===== src/hdl/cop_pkg.sv =====
// ----------------------------------------------------------------------------
// cop_pkg
// Shared constants, register codes and tables for the circular orbit block.
// ----------------------------------------------------------------------------
package cop_pkg;

  localparam int DAY_W      = 20;
  localparam int RADIUS_W   = 16;
  localparam int PERIOD_W   = 24;
  localparam int POS_W      = 17;
  localparam int CFG_IDX_W  = 1;
  localparam int CFG_DATA_W = 24;

  localparam int DEF_CORDIC_STAGES = 16;
  localparam int DEF_PHASE_BITS    = 16;
  localparam int TABLE_LEN         = 24;

  // Remainder numerator: day*128 is 27 bits wide.
  localparam int NUM_W = DAY_W + 7;

  // CORDIC datapath: x0 < 2^16 * 2^14 = 2^30; growth below 1.65, keep sign.
  localparam int CW = 33;
  localparam int ZW = 32;

  localparam logic [29:0] GAIN_Q30 = 30'd652032874;
  localparam logic [RADIUS_W-1:0] RADIUS_RST = 16'd1024;
  localparam logic [PERIOD_W-1:0] PERIOD_RST = 24'd46753;
  localparam int OUT_MAX = 65535;

  typedef enum logic [CFG_IDX_W-1:0] {
    REG_RADIUS = 1'b0,
    REG_PERIOD = 1'b1
  } cfg_reg_e;

  // Angle table, atan(2^-i) in 2^32-per-turn units.
  function automatic logic [ZW-1:0] atan_turn(input int idx);
    logic [ZW-1:0] v;
    begin
      case (idx)
        0:  v = 32'd536870912;
        1:  v = 32'd316933406;
        2:  v = 32'd167458907;
        3:  v = 32'd85004756;
        4:  v = 32'd42667331;
        5:  v = 32'd21354465;
        6:  v = 32'd10679838;
        7:  v = 32'd5340245;
        8:  v = 32'd2670163;
        9:  v = 32'd1335087;
        10: v = 32'd667544;
        11: v = 32'd333772;
        12: v = 32'd166886;
        13: v = 32'd83443;
        14: v = 32'd41722;
        15: v = 32'd20861;
        16: v = 32'd10430;
        17: v = 32'd5215;
        18: v = 32'd2608;
        19: v = 32'd1304;
        20: v = 32'd652;
        21: v = 32'd326;
        22: v = 32'd163;
        23: v = 32'd81;
        default: v = '0;
      endcase
      return v;
    end
  endfunction

endpackage


===== src/hdl/cop_div_stage.sv =====
// ----------------------------------------------------------------------------
// cop_div_stage
// One registered restoring-division step: shifts in one numerator bit,
// subtracts the divisor when it fits and records the quotient bit.
// ----------------------------------------------------------------------------
module cop_div_stage
  import cop_pkg::*;
#(
  parameter int QW = 16
) (
  input  logic                clk_i,
  input  logic                rst_ni,
  input  logic                valid_i,
  input  logic [PERIOD_W-1:0] den_i,
  input  logic [PERIOD_W:0]   rem_i,
  input  logic [QW-1:0]       num_i,
  input  logic [QW-1:0]       quo_i,
  input  logic [RADIUS_W-1:0] radius_i,
  input  logic                bit_i,
  output logic                valid_o,
  output logic [PERIOD_W-1:0] den_o,
  output logic [PERIOD_W:0]   rem_o,
  output logic [QW-1:0]       num_o,
  output logic [QW-1:0]       quo_o,
  output logic [RADIUS_W-1:0] radius_o
);

  logic [PERIOD_W+1:0] trial;
  logic                fits;
  logic [PERIOD_W:0]   rem_d;

  // Try the subtract on the shifted remainder
  always_comb begin
    trial = {rem_i, bit_i};
    fits  = trial >= {2'b00, den_i};
    rem_d = fits ? (PERIOD_W+1)'(trial - {2'b00, den_i}) : trial[PERIOD_W:0];
  end

  always_ff @(posedge clk_i or negedge rst_ni) begin
    if (!rst_ni) begin
      valid_o <= 1'b0;
    end else begin
      valid_o <= valid_i;
    end
  end

  always_ff @(posedge clk_i) begin
    den_o    <= den_i;
    rem_o    <= rem_d;
    num_o    <= num_i;
    quo_o    <= {quo_i[QW-2:0], fits};
    radius_o <= radius_i;
  end

endmodule


===== src/hdl/cop_divider.sv =====
// ----------------------------------------------------------------------------
// cop_divider
// Pipelined phase divider: computes (day*128) mod period, then the phase
// fraction rem*2^PHASE_BITS / period, one bit per stage.
// ----------------------------------------------------------------------------
module cop_divider
  import cop_pkg::*;
#(
  parameter int PHASE_BITS = DEF_PHASE_BITS
) (
  input  logic                  clk_i,
  input  logic                  rst_ni,
  input  logic                  valid_i,
  input  logic [DAY_W-1:0]      day_i,
  input  logic [PERIOD_W-1:0]   period_i,
  input  logic [RADIUS_W-1:0]   radius_i,
  output logic                  valid_o,
  output logic [PHASE_BITS-1:0] phase_o,
  output logic [RADIUS_W-1:0]   radius_o
);

  localparam int NS = NUM_W + PHASE_BITS;
  localparam int QW = NS;

  logic                v   [NS+1];
  logic [PERIOD_W-1:0] den [NS+1];
  logic [PERIOD_W:0]   rem [NS+1];
  logic [QW-1:0]       num [NS+1];
  logic [QW-1:0]       quo [NS+1];
  logic [RADIUS_W-1:0] rad [NS+1];

  // Numerator bits first, then PHASE_BITS zeros for the fraction
  assign v[0]   = valid_i;
  assign den[0] = period_i;
  assign rem[0] = '0;
  assign num[0] = QW'({day_i, 7'd0}) << PHASE_BITS;
  assign quo[0] = '0;
  assign rad[0] = radius_i;

  for (genvar s = 0; s < NS; s++) begin : g_step
    cop_div_stage #(.QW(QW)) u_step (
      .clk_i   (clk_i),
      .rst_ni  (rst_ni),
      .valid_i (v[s]),
      .den_i   (den[s]),
      .rem_i   (rem[s]),
      .num_i   ({num[s][QW-2:0], 1'b0}),
      .quo_i   (quo[s]),
      .radius_i(rad[s]),
      .bit_i   (num[s][QW-1]),
      .valid_o (v[s+1]),
      .den_o   (den[s+1]),
      .rem_o   (rem[s+1]),
      .num_o   (num[s+1]),
      .quo_o   (quo[s+1]),
      .radius_o(rad[s+1])
    );
  end

  // Division of (a*2^P) by d gives floor(a mod d * 2^P / d) in the low bits.
  // Zero period forces zero phase.
  assign valid_o  = v[NS];
  assign phase_o  = (den[NS] == '0) ? '0 : quo[NS][PHASE_BITS-1:0];
  assign radius_o = rad[NS];

endmodule


===== config.mk =====
export PLATFORM = sky130hd
export DESIGN_NAME = cop_divider
export DESIGN_NICKNAME = d
export VERILOG_FILES = /design/src/hdl/cop_pkg.sv /design/src/hdl/cop_div_stage.sv /design/src/hdl/cop_divider.sv
export SDC_FILE = /design/constraint.sdc
export NUM_CORES = 2
export LEC_CHECK = 0
export BUFFER_PORTS_ARGS = -buffer_cell sky130_fd_sc_hd__buf_2
export CAP_MARGIN = 40
export CORE_MARGIN = 1
export CORE_UTILIZATION = 35
export CTS_CLUSTER_DIAMETER = 40
export CTS_CLUSTER_SIZE = 30
export DETAILED_ROUTE_END_ITERATION = 8
export HOLD_SLACK_MARGIN = 0.08
export PLACE_DENSITY_LB_ADDON = 0.15
export SYNTH_ARGS = -nofsm -noshare
export SYNTH_HDL_FRONTEND = slang
export SYNTH_SLANG_ARGS = --single-unit

===== constraint.sdc =====
create_clock -name clk_i -period 3 [get_ports clk_i]
set_input_delay 0 -clock clk_i [delete_from_list [all_inputs] [get_ports clk_i]]
set_output_delay 0 -clock clk_i [all_outputs]
set_load 0.1 [all_outputs]

## Yosys cells after proc, flatten, opt, wreduce, memory -nomap -nowiden

Cells that the tools add are included.

| word-level totals | value |
|---|---|
| word-level logic and storage cells | 358 |
| RAM bits | 0 |
| bits in registers | 3139 |
| memories | 0 |
| memory bits (read-only) | 0 |
| latch bits | 0 |

| cells by class | value |
|---|---|
| div/mod/pow operators | 0 |
| multiplexer cells | 43 |
| bitwise logic cells | 0 |
| $add $sub $neg | 42 |
| $lt $le $gt $ge | 43 |
| shift-type cells | 0 |
| equal/unequal tests | 0 |
| reductions and logical operators | 1 |
| $mul | 0 |

Operators by type and width:

| operator | number |
|---|---|
| 26-bit by 24-bit >= comparator with 1-bit output | 42 |
| 25-bit 2-to-1 mux | 41 |
| 25-bit by 24-bit subtractor with 25-bit output | 41 |
| 1-bit by 24-bit subtractor with 25-bit output | 1 |
| 1-bit by 24-bit >= comparator with 1-bit output | 1 |
| 24-bit zero test | 1 |
| 16-bit 2-to-1 mux | 1 |
| 1-bit 2-to-1 mux | 1 |

## Logic depth before layout (Yosys ltp)

| logic depth | value |
|---|---|
| depth after elaboration | 2 |
| gate-level depth with buffers | 16 |
| gate-level depth less buffers | 14 |

## Cells and area by module

Synthesis repeated with hierarchy kept, for this count alone.

| unflattened totals | value |
|---|---|
| cells, all modules | 17796 |
| area total of the unflattened synthesis | 209469.6 µm² |

Modules (own cells, without submodules):

| module | cells each | area an instance (µm²) | instances |
|---|---|---|---|
| cop_div_stage at g_step[15].u_step ... | 423 | 4825.9 | 30 |
| cop_div_stage at g_step[0].u_step ... | 390 | 4959.8 | 12 |
| cop_div_stage at g_step[14].u_step | 398 | 4907.2 | 1 |
| cop_divider | 28 | 269.0 | 1 |

## Worst setup path before layout

OpenSTA, ideal clock, no wires.

| timing | value |
|---|---|
| kind | flip-flop to flip-flop |
| start point | register g_step[1].u_step.den_o[4] |
| end point | register g_step[2].u_step.rem_o[12] |
| period minus slack after synthesis | 3.282 ns |
| arrival | 3.161 ns |
| slack | -0.282 ns |
| stages on the path, launching flop included | 13 |
| required time | 2.879 ns |
| buffers on the path | 1 |
| cell sequence | dfxtp_1 > inv_1 > ha_1 > a2111o_1 > o21bai_1 > a2111oi_0 > nor2_1 > a2111oi_2 > o31ai_1 > a211oi_1 > o31a_1 > buf_4 > mux2_2 |

| between the ends | value |
|---|---|
| word-level cells in the longest chain between the ends | 2 |

Ends and longest elaborated chain:

| what | RTL line | source |
|---|---|---|
| start: declaration | cop_div_stage.sv:21 | `output logic [PERIOD_W-1:0] den_o,` |
| start signal: assignment | cop_div_stage.sv:48 | `den_o <= den_i;` |
| 25-bit by 24-bit subtractor with 25-bit output or 26-bit by 24-bit >= comparator with 1-bit output (tied branches) | cop_div_stage.sv:36, cop_div_stage.sv:35 |  |
| 25-bit 2-to-1 mux (*) | cop_div_stage.sv:36 | `rem_d = fits ? (PERIOD_W+1)'(trial - {2'b00, den_i}) : trial[PERIOD_W:0];` |
| named net g_step[2].u_step.rem_d[12] | cop_div_stage.sv:30 | `logic [PERIOD_W:0] rem_d;` |
| end signal: assignment | cop_div_stage.sv:49 | `rem_o <= rem_d;` |
| end: declaration | cop_div_stage.sv:22 | `output logic [PERIOD_W:0] rem_o,` |

The timed path passes the listed nets; every way through them passes the cells marked *.
A chain may end at the register's enable or synchronous reset.

## Final worst setup path

| timing | value |
|---|---|
| start point | register g_step[1].u_step.den_o[4] |
| end point | register g_step[2].u_step.rem_o[17] |

The elaborated chain is that of the path after synthesis.

==> impl_metrics.ini <==
[global_route]
antenna_found_initial = 11
grt.overflow.total = 0
grt_pass1_vias = 95643
grt_pass1_wl_mm = 502
grt_max_degree = 39
grt_usage_pct = 17.1

[critical_path]
path_cells = inv_2 > ha_4 > a2111o_1 > o21bai_4 > a2111oi_4 > nor2_2 > a2111oi_4 > buf_4 > o31ai_4 > a211oi_2 > o31a_1 > buf_6 > buf_12 > mux2_4
critical_path.top_delay_family = compound AO/OA/AOI/OAI gates
worst_path_max_delay_cell = a2111o_1
path_depth = 14
path_max_fanout = 7
cp.required_ns = 3.83
critPathKind = flip-flop to flip-flop
worst_path_largest_cell_delay_ns = 0.43
critPathBufInv = 4
critPathCaptureType = flip-flop
start_kind = flip-flop
rr_worst_depth = 14
cp.arrival_ns = 4.13
cp_common_cell = a2111oi_4

[run_status]
status = complete, but fails checks
violations = design-rule violations, negative setup slack

[logic_synthesis]
syn-cell-area_um2 = 125000
syn-num-nets = 13839
synth_top_area_share_pct = 49.6
yosys-top-cells-count = dfxtp_1, inv_1, ha_1
ys_warn_count = 0
syn_inst = 12726
synthFlopType = dfxtp_1
ys_async_sr_fraction_pct = 1.37
synth_enable_flop_cells = 0
synth.ff_latch_count = 3139
synthTopCellsByArea = dfxtp_1, ha_1, o21ai_0
synth_cell_types = 88
ys_seq_area_share_pct = 50.4
yosysMostFrequentCell = dfxtp_1
synth.avg_cell_area_um2 = 9.83
synth_area_leader_cell = dfxtp_1

[routing]
routed_wl_mm = 323
via_per_inst = 4.76
first_iter_violations = 4380
drc = 14
final_antenna_net_count = 0
detail_route.wl_per_cell_um = 16.3
first_pass_iters = 8
vias = 94510

[floorplanning]
core_um2 = 356000
ios = 96
die_y_um = 600
dieWidth_um = 600
num_rows = 219
initial_core_util_pct = 35.2
dieArea_um2 = 360000

[cells_and_area]
finish.utilization_pct = 47.6
drive_gt1_share_pct = 26.2
fin_nets = 15811
num-fill-cells = 33004
multi_input_area_um2 = 62600
area_growth_pct = 35.5
register_area_um2 = 63200
finalInstanceArea_um2 = 169000

[sta]
slew_violations = 0
setup_ws_ns = -0.304
rsz0062_at_grt = true
relSlewSlack_pct = 48.1
period_needed_ns = 3.30
clock_skew_ns = 0.0587
max_freq_ghz = 0.303
fin_crit_sh_pct = 110
holdWs_ns = 0.195
setup_violations = 151
hold_violations = 0
tightest_slew_ns = 0.758

[cts]
path_clk_slew_ns = 0.08
numCtsBuffers = 472
cts_tree = yes
htree_levels = 5
root_buffer = clkbuf_16
cts_num_sinks = 3139
clock_path_buffers = 4
insertion_delay_ns = 0.96

[pwr]
p_per_area_nw_per_um2 = 1110
leakage_nw = 78.0
ir_drop_mv = 0.547

[job]
drv_cap = 0

[placement]
placed_cell_area_um2 = 140000
place.gp.congestion = 0.877
dpl.hpwl_mm = 236
portBuffers = 95
dp_slack_ns = -0.513

[min_path]
min_path_type = input port to flip-flop
min_path_cells = 3
## power by group
group,switching (W),internal [W],leakage [nW]
logic,0.0382,0.0370,43.3
clock network,0.0220,0.0347,8.20
registers,0.00534,0.0501,26.5
## sequential cells by signal (all words and copies together), names as in the netlist
name	count
g_step.u_step.radius_o	688
g_step.u_step.valid_o	43
g_step.u_step.quo_o	136
g_step.u_step.rem_o	1050
g_step.u_step.den_o	1032
g_step.u_step.num_o	190
## final cells by class
cell class / instances / area share, %
clock inverters: 356 / 2.65
flip-flops and latches: 3139 / 37.3
well taps: 4751 / 3.51
repair buffers: 1749 / 9.34
inverters: 1260 / 2.80
clock buffers: 531 / 7.37
multi-input cells: 8076 / 37.0
diodes: 3 / 0.00443
## routing by layer
layer	track usage [%]	vias up	share of wire, %
met2	29.5	1567	48
li1	-	47886	-
met1	22.1	44467	46
met3	2.22	590	3.6
met4	5.38	0	2.7
met5	0	-	0
## cells in the final DEF (no fill, tap or decap), types with 134 or more instances in the layout
cell type	instances
xor2_1	381
nand2_1	817
clkbuf_16	507
xnor2_1	462
inv_1	1206
nor2b_1	153
o21ai_0	650
a21oi_1	773
o21ai_1	155
nand2b_1	145
nand3_1	162
dfxtp_1	2958
o21ai_2	186
buf_4	1257
nand4_1	134
a21o_1	490
nor2_1	495
ha_1	928
## final timing paths
check | startpoint | endpoint | slack, ns
min in group asynchronous | rst_ni | g_step[38].u_step.valid_o | 0.61
min | radius_i[13] | g_step[0].u_step.radius_o[13] | 0.19
min reg2reg | g_step[3].u_step.num_o[35] | g_step[4].u_step.num_o[36] | 0.28
max | g_step[1].u_step.den_o[4] | g_step[2].u_step.rem_o[17] | -0.30
max in group asynchronous | rst_ni | g_step[25].u_step.valid_o | 1.86
max reg2reg | g_step[1].u_step.den_o[4] | g_step[2].u_step.rem_o[17] | -0.30
## logic make-up (layout without fill, tap and decap cells)
group	after synthesis	count (layout)	share of synthesized area, %
AOI/OAI and AO/OA	3276	3276	16.2
xor gates and xnor gates	845	845	5.92
adders and majority gates	1050	1050	10.8
buffers and inverters	1511	3896	4.59
DFF	3139	3139	50.4
muxes	227	227	2.03
other	0	3	0
and+or+nand+nor	2678	2678	10.1
## metrics by stage
| stage | instances | power [W] | TNS [ns] |
|---|---|---|---|
| 2_1_floorplan | 12726 | 0.0970 | -1.44 |
| 3_3_place_gp | 18486 | 0.118 | -92.51 |
| 3_5_place_dp | 18487 | 0.119 | -105.54 |
| 4_1_cts | 19720 | 0.182 | -18.37 |
| 5_1_grt | 19864 | 0.199 | -52.51 |
| 6_report | 19865 | 0.187 | -15.03 |
## repair_timing
item / in CTS / in global routing
gates cloned: 43 / 36
endpoints found under the hold margin: 128 / 0
pin swaps: 254 / 412
resized for setup: 876 / 1232
hold buffers: 126 / 0
setup endpoints to repair: 837 / 952
buffers inserted: 183 / 143
## worst min-delay path, stage by stage
cell and delay, ns:
dlygate4sd3_1 0.52, buf_2 0.09, dlygate4sd3_1 0.53
No activity file was read; power rests on OpenSTA's default activity.
